[config.mk]
export PLATFORM = sky130hd
export DESIGN_NAME = grouped_centroid_stream_core
export DESIGN_NICKNAME = d
export VERILOG_FILES = /design/src/gcs_pkg.sv /design/src/gcs_lane.sv /design/src/gcs_merge.sv /design/src/grouped_centroid_stream_core.sv
export SDC_FILE = /design/constraint.sdc
export NUM_CORES = 2
export LEC_CHECK = 0
export ABC_CLOCK_PERIOD_IN_PS = 5200
export BUFFER_PORTS_ARGS = -buffer_cell sky130_fd_sc_hd__buf_4
export CORE_UTILIZATION = 45
export CTS_CLUSTER_DIAMETER = 200
export DETAILED_ROUTE_END_ITERATION = 8
export HOLD_SLACK_MARGIN = 0.08
export PLACE_DENSITY = 0.63
export RECOVER_POWER = 100
export REMOVE_ABC_BUFFERS = 1
export SKIP_LAST_GASP = 1
export SYNTH_ARGS = -nofsm -noshare
export SYNTH_HDL_FRONTEND = slang
export SYNTH_HIERARCHICAL = 1
export SYNTH_SLANG_ARGS = --single-unit
[constraint.sdc]
create_clock -name clk -period 5.2 [get_ports clk]
set_clock_uncertainty 0.15 [all_clocks]
set_input_delay 1.56 -clock clk [delete_from_list [all_inputs] [get_ports clk]]
set_output_delay 1.56 -clock clk [all_outputs]
set_load 0.005 [all_outputs]
[src/gcs_pkg.sv]
// shared types and constants for the grouped centroid stream core
// no dependencies; imported by every module of the block
package gcs_pkg;

  // fixed field widths of the stream
  localparam int RES_W = 16;
  localparam int POS_W = 32;
  localparam int GRP_W = 16;

  // parameter defaults
  localparam int MAX_ATOMS_DEF = 256;
  localparam int COORD_W_DEF   = 32;

  // control sequencer states
  typedef enum logic [1:0] {
    S_IDLE,
    S_FIN,
    S_DIV,
    S_OUT
  } state_t;

  // per-lane command for one cycle
  typedef struct packed {
    logic open;   // load the sum with this coordinate
    logic add;    // add this coordinate to the sum
    logic start;  // snapshot sum and divisor, begin division
  } lane_ctrl_t;

  // side information of one centroid result
  typedef struct packed {
    logic [RES_W-1:0] residue;
    logic [GRP_W-1:0] group;
    logic             too_many;
    logic             is_final;
  } meta_t;

endpackage

[src/gcs_lane.sv]
// one coordinate lane: exact running sum and a bit-serial signed divider
// depends on gcs_pkg
module gcs_lane #(
  parameter int COORD_WIDTH = gcs_pkg::COORD_W_DEF,
  parameter int SUM_W       = 40,
  parameter int CNT_W       = 9
) (
  input  logic                    clk,
  input  logic                    rst,
  input  gcs_pkg::lane_ctrl_t     ctrl,
  input  logic [gcs_pkg::POS_W-1:0] pos,
  input  logic [CNT_W-1:0]        divisor,
  output logic                    done,
  output logic [gcs_pkg::POS_W-1:0] mean
);
  import gcs_pkg::*;

  localparam int CW_EFF = (COORD_WIDTH > POS_W) ? POS_W : COORD_WIDTH;
  localparam int IT_W   = $clog2(SUM_W + 1);

  logic signed [CW_EFF-1:0] coord;
  logic signed [SUM_W-1:0]  coord_ext;
  logic signed [SUM_W-1:0]  sum;
  logic [SUM_W-1:0]         sum_mag;
  logic [SUM_W-1:0]         dvd;
  logic [SUM_W-1:0]         quo;
  logic [SUM_W-1:0]         quo_signed;
  logic [CNT_W-1:0]         rem;
  logic [CNT_W-1:0]         div;
  logic [CNT_W:0]           rem_sh;
  logic [CNT_W:0]           rem_sub;
  logic                     ge;
  logic                     neg;
  logic                     busy;
  logic [IT_W-1:0]          iter;

  // sign extension from the low coordinate bits
  assign coord     = pos[CW_EFF-1:0];
  assign coord_ext = SUM_W'(coord);

  // magnitude of the sum for the unsigned divider
  assign sum_mag = sum[SUM_W-1] ? (~sum + SUM_W'(1)) : sum;

  // one restoring step
  assign rem_sh  = {rem, dvd[SUM_W-1]};
  assign ge      = rem_sh >= {1'b0, div};
  assign rem_sub = rem_sh - {1'b0, div};

  // running sum
  always_ff @(posedge clk) begin
    if (rst) begin
      sum <= '0;
    end else if (ctrl.open) begin
      sum <= coord_ext;
    end else if (ctrl.add) begin
      sum <= sum + coord_ext;
    end
  end

  // divider control
  always_ff @(posedge clk) begin
    if (rst) begin
      busy <= 1'b0;
      done <= 1'b0;
      iter <= '0;
    end else if (ctrl.start) begin
      busy <= 1'b1;
      done <= 1'b0;
      iter <= IT_W'(SUM_W);
    end else if (busy) begin
      iter <= iter - IT_W'(1);
      if (iter == IT_W'(1)) begin
        busy <= 1'b0;
        done <= 1'b1;
      end
    end
  end

  // divider datapath, snapshot taken at start
  always_ff @(posedge clk) begin
    if (ctrl.start) begin
      dvd <= sum_mag;
      neg <= sum[SUM_W-1];
      div <= divisor;
      rem <= '0;
      quo <= '0;
    end else if (busy) begin
      dvd <= {dvd[SUM_W-2:0], 1'b0};
      quo <= {quo[SUM_W-2:0], ge};
      rem <= ge ? rem_sub[CNT_W-1:0] : rem_sh[CNT_W-1:0];
    end
  end

  // restore sign, truncation toward zero
  assign quo_signed = neg ? (~quo + SUM_W'(1)) : quo;
  assign mean       = (div == '0) ? '0 : quo_signed[POS_W-1:0];

endmodule

[src/gcs_merge.sv]
// merging stage: joins the three lane quotients with their side data
// into the registered output stream; depends on gcs_pkg
module gcs_merge (
  input  logic                      clk,
  input  logic                      rst,
  input  logic                      load,
  input  gcs_pkg::meta_t            meta,
  input  logic [gcs_pkg::POS_W-1:0] mean_x,
  input  logic [gcs_pkg::POS_W-1:0] mean_y,
  input  logic [gcs_pkg::POS_W-1:0] mean_z,
  output logic                      free,
  output logic                      m_axis_tvalid,
  input  logic                      m_axis_tready,
  // residue_out[15:0], mean_x[47:16], mean_y[79:48], mean_z[111:80],
  // group_number[127:112]
  output logic [127:0]              m_axis_tdata,
  // too_many[0]
  output logic                      m_axis_tuser,
  output logic                      m_axis_tlast
);
  import gcs_pkg::*;

  // output register is free when empty or emptying this cycle
  assign free = !m_axis_tvalid || m_axis_tready;

  // valid flag
  always_ff @(posedge clk) begin
    if (rst) begin
      m_axis_tvalid <= 1'b0;
    end else if (load) begin
      m_axis_tvalid <= 1'b1;
    end else if (m_axis_tready) begin
      m_axis_tvalid <= 1'b0;
    end
  end

  // payload
  always_ff @(posedge clk) begin
    if (load) begin
      m_axis_tdata <= {meta.group, mean_z, mean_y, mean_x, meta.residue};
      m_axis_tuser <= meta.too_many;
      m_axis_tlast <= meta.is_final;
    end
  end

endmodule

[src/grouped_centroid_stream_core.sv]
// grouped centroid stream core: three coordinate lanes, each with an exact sum and its own
// bit-serial divider, a group sequencer and an output merge. An atom that closes a group
// starts its SUM_W-bit division (SUM_W = 32 + clog2 of the atom capacity, 40 by default);
// the result is loaded once all lanes are done. A last atom flushes its own group via the
// snapshot state after any group it closed. Throughput: one atom per cycle with no result;
// input is held until the result is loaded, plus any output stall. Reset: sync high
module grouped_centroid_stream_core #(
  parameter int MAX_RESIDUE_ATOMS = gcs_pkg::MAX_ATOMS_DEF,
  parameter int COORD_WIDTH       = gcs_pkg::COORD_W_DEF
) (
  input  logic         clk,
  input  logic         rst,
  input  logic         s_axis_tvalid,
  output logic         s_axis_tready,
  // residue[15:0], pos_x[47:16], pos_y[79:48], pos_z[111:80]
  input  logic [111:0] s_axis_tdata,
  // last_atom
  input  logic         s_axis_tlast,
  output logic         m_axis_tvalid,
  input  logic         m_axis_tready,
  // residue_out[15:0], mean_x[47:16], mean_y[79:48], mean_z[111:80],
  // group_number[127:112]
  output logic [127:0] m_axis_tdata,
  // too_many[0]
  output logic         m_axis_tuser,
  // final_result
  output logic         m_axis_tlast
);
  import gcs_pkg::*;

  localparam int SUM_W = POS_W + $clog2(MAX_RESIDUE_ATOMS);
  localparam int CNT_W = $clog2(MAX_RESIDUE_ATOMS + 1);

  state_t            state;
  state_t            state_next;
  logic [RES_W-1:0]  cur_res;
  logic [GRP_W-1:0]  group_cnt;
  logic [CNT_W-1:0]  atom_cnt;
  logic              started;
  logic              dropped;
  logic              pend_fin;
  meta_t             cur_meta;
  meta_t             fin_meta;
  meta_t             fin_meta_next;
  lane_ctrl_t        lane_ctrl;
  logic              accept;
  logic              closing;
  logic              opening;
  logic              can_add;
  logic              all_done;
  logic              merge_free;
  logic              merge_load;
  logic [RES_W-1:0]  rid;
  logic [2:0]        lane_done;
  logic [POS_W-1:0]  mean_x;
  logic [POS_W-1:0]  mean_y;
  logic [POS_W-1:0]  mean_z;

  assign rid      = s_axis_tdata[RES_W-1:0];
  assign accept   = s_axis_tvalid && s_axis_tready;
  assign closing  = started && (rid != cur_res);
  assign opening  = !started || closing;
  assign can_add  = atom_cnt < CNT_W'(MAX_RESIDUE_ATOMS);
  assign all_done = &lane_done;

  // side data of the group left open after this atom
  always_comb begin
    fin_meta_next.residue  = opening ? rid : cur_res;
    fin_meta_next.group    = closing ? (group_cnt + GRP_W'(1)) : group_cnt;
    fin_meta_next.too_many = opening ? 1'b0 : (dropped || !can_add);
    fin_meta_next.is_final = 1'b1;
  end

  // next state
  always_comb begin
    state_next = state;
    case (state)
      S_IDLE: begin
        if (accept) begin
          if (closing) begin
            state_next = S_DIV;
          end else if (s_axis_tlast) begin
            state_next = S_FIN;
          end
        end
      end
      S_FIN: begin
        state_next = S_DIV;
      end
      S_DIV: begin
        if (all_done) begin
          state_next = S_OUT;
        end
      end
      S_OUT: begin
        if (merge_free) begin
          state_next = pend_fin ? S_FIN : S_IDLE;
        end
      end
      default: begin
        state_next = S_IDLE;
      end
    endcase
  end

  // sequencer outputs
  always_comb begin
    s_axis_tready   = 1'b0;
    lane_ctrl.open  = 1'b0;
    lane_ctrl.add   = 1'b0;
    lane_ctrl.start = 1'b0;
    merge_load      = 1'b0;
    case (state)
      S_IDLE: begin
        s_axis_tready   = 1'b1;
        lane_ctrl.open  = accept && opening;
        lane_ctrl.add   = accept && !opening && can_add;
        lane_ctrl.start = accept && closing;
      end
      S_FIN: begin
        lane_ctrl.start = 1'b1;
      end
      S_OUT: begin
        merge_load = merge_free;
      end
      default: begin
      end
    endcase
  end

  // state register
  always_ff @(posedge clk) begin
    if (rst) begin
      state <= S_IDLE;
    end else begin
      state <= state_next;
    end
  end

  // group bookkeeping
  always_ff @(posedge clk) begin
    if (rst) begin
      cur_res   <= '0;
      group_cnt <= '0;
      atom_cnt  <= '0;
      started   <= 1'b0;
      dropped   <= 1'b0;
      pend_fin  <= 1'b0;
    end else begin
      if (accept) begin
        if (opening) begin
          cur_res  <= rid;
          atom_cnt <= CNT_W'(1);
          dropped  <= 1'b0;
          started  <= 1'b1;
          if (closing) begin
            group_cnt <= group_cnt + GRP_W'(1);
          end
        end else if (can_add) begin
          atom_cnt <= atom_cnt + CNT_W'(1);
        end else begin
          dropped <= 1'b1;
        end
        if (s_axis_tlast) begin
          started   <= 1'b0;
          group_cnt <= '0;
        end
        pend_fin <= closing && s_axis_tlast;
      end else if (state == S_FIN) begin
        pend_fin <= 1'b0;
      end
    end
  end

  // side data of the division in flight and of a pending final result
  always_ff @(posedge clk) begin
    if (accept) begin
      fin_meta <= fin_meta_next;
      if (closing) begin
        cur_meta.residue  <= cur_res;
        cur_meta.group    <= group_cnt;
        cur_meta.too_many <= dropped;
        cur_meta.is_final <= 1'b0;
      end
    end else if (state == S_FIN) begin
      cur_meta <= fin_meta;
    end
  end

  // coordinate lanes
  gcs_lane #(
    .COORD_WIDTH (COORD_WIDTH),
    .SUM_W       (SUM_W),
    .CNT_W       (CNT_W)
  ) u_lane_x (
    .clk     (clk),
    .rst     (rst),
    .ctrl    (lane_ctrl),
    .pos     (s_axis_tdata[RES_W +: POS_W]),
    .divisor (atom_cnt),
    .done    (lane_done[0]),
    .mean    (mean_x)
  );

  gcs_lane #(
    .COORD_WIDTH (COORD_WIDTH),
    .SUM_W       (SUM_W),
    .CNT_W       (CNT_W)
  ) u_lane_y (
    .clk     (clk),
    .rst     (rst),
    .ctrl    (lane_ctrl),
    .pos     (s_axis_tdata[RES_W + POS_W +: POS_W]),
    .divisor (atom_cnt),
    .done    (lane_done[1]),
    .mean    (mean_y)
  );

  gcs_lane #(
    .COORD_WIDTH (COORD_WIDTH),
    .SUM_W       (SUM_W),
    .CNT_W       (CNT_W)
  ) u_lane_z (
    .clk     (clk),
    .rst     (rst),
    .ctrl    (lane_ctrl),
    .pos     (s_axis_tdata[RES_W + 2*POS_W +: POS_W]),
    .divisor (atom_cnt),
    .done    (lane_done[2]),
    .mean    (mean_z)
  );

  // output merge
  gcs_merge u_merge (
    .clk           (clk),
    .rst           (rst),
    .load          (merge_load),
    .meta          (cur_meta),
    .mean_x        (mean_x),
    .mean_y        (mean_y),
    .mean_z        (mean_z),
    .free          (merge_free),
    .m_axis_tvalid (m_axis_tvalid),
    .m_axis_tready (m_axis_tready),
    .m_axis_tdata  (m_axis_tdata),
    .m_axis_tuser  (m_axis_tuser),
    .m_axis_tlast  (m_axis_tlast)
  );

endmodule

==> flow_summary.ini <==
[timing]
finalSetupViolCount = 0
fin_crit_ns = 4.452
whs_ns = 0.2658
final_hold_viol_count = 0
relSlewSlack_pct = -92.16
setup_ws_ns = 0.7478
fin_crit_sh_pct = 85.62
rsz0062_at_grt = no
drv_slew = 326
tightest_slew_ns = 2.881
fmax_mhz = 224.6

[synth]
ys_seq_area_share_pct = 44.02
syn-instance-count = 4127
synth.cell_area_sq_um = 37950
synth_edf_count = 347
synth.top_cell.area_share_pct = 27.46
ys_ff_latch = 661
synthTopCellsByArea = edfxtp_1, dfxtp_1, nor2_1, ha_1, xor2_1
avgSynthCellArea_sq_um = 9.195
synth.distinct_cells = 89
yosys_warnings = 6
synth_ff_type = edfxtp_1
synthArstFlopShare_pct = 0
yosys.area.top_type = edfxtp_1

[worst_setup_path]
cp-start-kind = input pin
worstPathRequired_ns = 5.24
crit_fanout = 41
max_stage_delay_ns = 1.49
r2r_start = u_lane_x/sum[2]
cp_num_buf_inv = 2
path_class = in2reg
arrival_ns = 4.49
endpoint_kind = flip-flop
path_cells = clkbuf_1, xor2_1, nor4_1, buf_4, a41oi_1, nand2_1, nand2b_4, or2_1
crit_slowest_cell = or2_1
path_delay_family = simple AND/OR/NAND/NOR gates
critPathLaunch = s_axis_tdata[9]

[clock_tree]
max-clock-path-buffers = 3
clock_sinks = 661
post_cts_buffers = 0
cts_hold_buffers = 0
ctsHtreeMaxLevel = 3
post_cts_resized = 0
path_clk_slew_ns = 0.06
clk_latency_ns = 0.63
cts_tree = built
cts_root_buffer = clkbuf_16
cts_buffers = 77

[floorplan]
start_util_pct = 45.42
coreArea_sq_um = 83560
num_rows = 106
fp.dieW_um = 292.4
dieArea_sq_um = 85490
chipHeight_um = 292.4
num_io_pins = 249

[route]
routed_wirelength_um = 86390
dr.pass1.iters = 5
vias = 29390
wire_per_inst_um = 15.98
vias_per_cell = 5.436
drt_iter0_drc = 1563
drcViolationCount = 0
ant_nets = 0

[finish]
final_common_cell = nor2_1
final_cell_mix = nor2_1, nand2_1, a21oi_1
syn_to_final_growth_pct = 13.30
fin_util_pct = 51.46
fillCellCount = 7828
drive_above_1_share_pct = 9.158
nets = 4545
instances_no_fill = 5407

[placed_design]
gp_congestion = 0.8811
place_hpwl_um = 59260
dpl_worst_slack_ns = 0.5455
dp.cells = 5260
port_buffers = 248

[run]
maxCapViolCount = 8

[global_route]
grt_pass1_vias = 28100
antenna_found_initial = 5
grt-ovfl-total = 0
grt_pass1_wl_um = 143200
grt_usage_pct = 20.00
grt_max_degree = 176

[power_and_ir_drop]
p_leak_nw = 17.32
finalPower_w = 0.02354
ir_drop_mv = 0.3870
power_density_nw_per_um2 = 547.5

[run_status]
status = finished, violations left
violations = capacitance limit, slew limit

[min_path]
hp-start = cur_meta[23]
hp-class = reg2reg
[through the flow]
stage               instance area, sq um   TNS, ns
floorplan                          37000  -3252.04
global placement                   40680         0
detailed placement                 40680         0
CTS                                43310         0
global route                       43000         0
finish                             43000         0
[registers in the layout (all words and copies together) (netlist names), 16 cells and up]
name / cells
u_lane_x/dvd: 40
u_lane_x/quo: 32
fin_meta: 33
u_lane_z/quo: 32
cur_meta: 34
cur_res: 16
u_lane_z/dvd: 40
u_lane_z/sum: 40
u_lane_y/sum: 40
u_lane_y/dvd: 40
u_lane_y/quo: 32
group_cnt: 16
u_merge/m_axis_tdata: 128
u_lane_x/sum: 40
[final cells by class]
type	instances	area, sq um	area share (%)
antenna	3	7.507	0.01746
clock buffer	97	2053	4.775
clock inverter	47	573.1	1.333
inverter	150	568.0	1.321
multi-input combinational	3078	19670	45.74
sequential	661	16710	38.86
tap	1080	1351	3.143
timing repair buffer	291	2067	4.807
[Yosys cell counts, types with 27 or more instances]
cell type  count
nand2_1      378
nand4_1       34
o21ai_1       29
xnor2_1      132
inv_1        147
nand3_1       51
o21bai_1      27
edfxtp_1     347
a21oi_1      372
nor2_1       577
o31ai_1       57
o21ai_0      137
or4_1         39
nor3_1        82
xor2_1       217
clkbuf_1     196
a221oi_1      33
nor2b_1       42
a211oi_1      60
o41ai_1       35
mux2i_1      159
buf_1         32
dfxtp_1      314
ha_1         163
a21o_1        80
[metal layers]
metal	track usage, %	wire length [um]	up-vias
li1	-	-	15080
met1	26.25	40110	13710
met2	34.15	40990	494
met3	2.807	3495	108
met4	5.874	1754	4
met5	0	31	-
[where the power goes]
part           total, W  switching [W]  internal [W]
clock network   0.00561        0.00228       0.00333
logic           0.00937        0.00576       0.00361
registers       0.00856       0.000924       0.00764
[final timing paths]
path	end	cells past startpoint	slack, ns
hold reg to reg	u_merge/m_axis_tdata[5]	0	0.27
hold / removal	u_merge/m_axis_tdata[5]	0	0.27
setup reg to reg	u_lane_x/dvd[37]	9	1.02
setup / recovery	u_lane_y/dvd[17]	8	0.75
[logic make-up (layout without fill, tap and decap cells)]
logic type,after synthesis,after routing,share of synthesized area [%]
AOI/OAI and AO/OA,995,995,16.72
xor gates and xnor gates,349,349,8.055
adders and majority gates,169,169,5.691
buffers and inverters,388,585,3.976
DFF,661,661,44.02
muxes,161,161,4.263
other,0,3,0
and+or+nand+nor,1404,1404,17.27
[worst reg2reg max path, cell delays in order (launching register included)]
cell	delay (ns)
dfxtp_1	0.36
or3_1	0.45
nor4_1	0.68
nand3_1	0.27
or3_1	0.45
or4_1	0.52
or3_1	0.40
o41ai_1	0.37
xor2_1	0.20
a21oi_1	0.08
(Power assumes the default switching activity.)
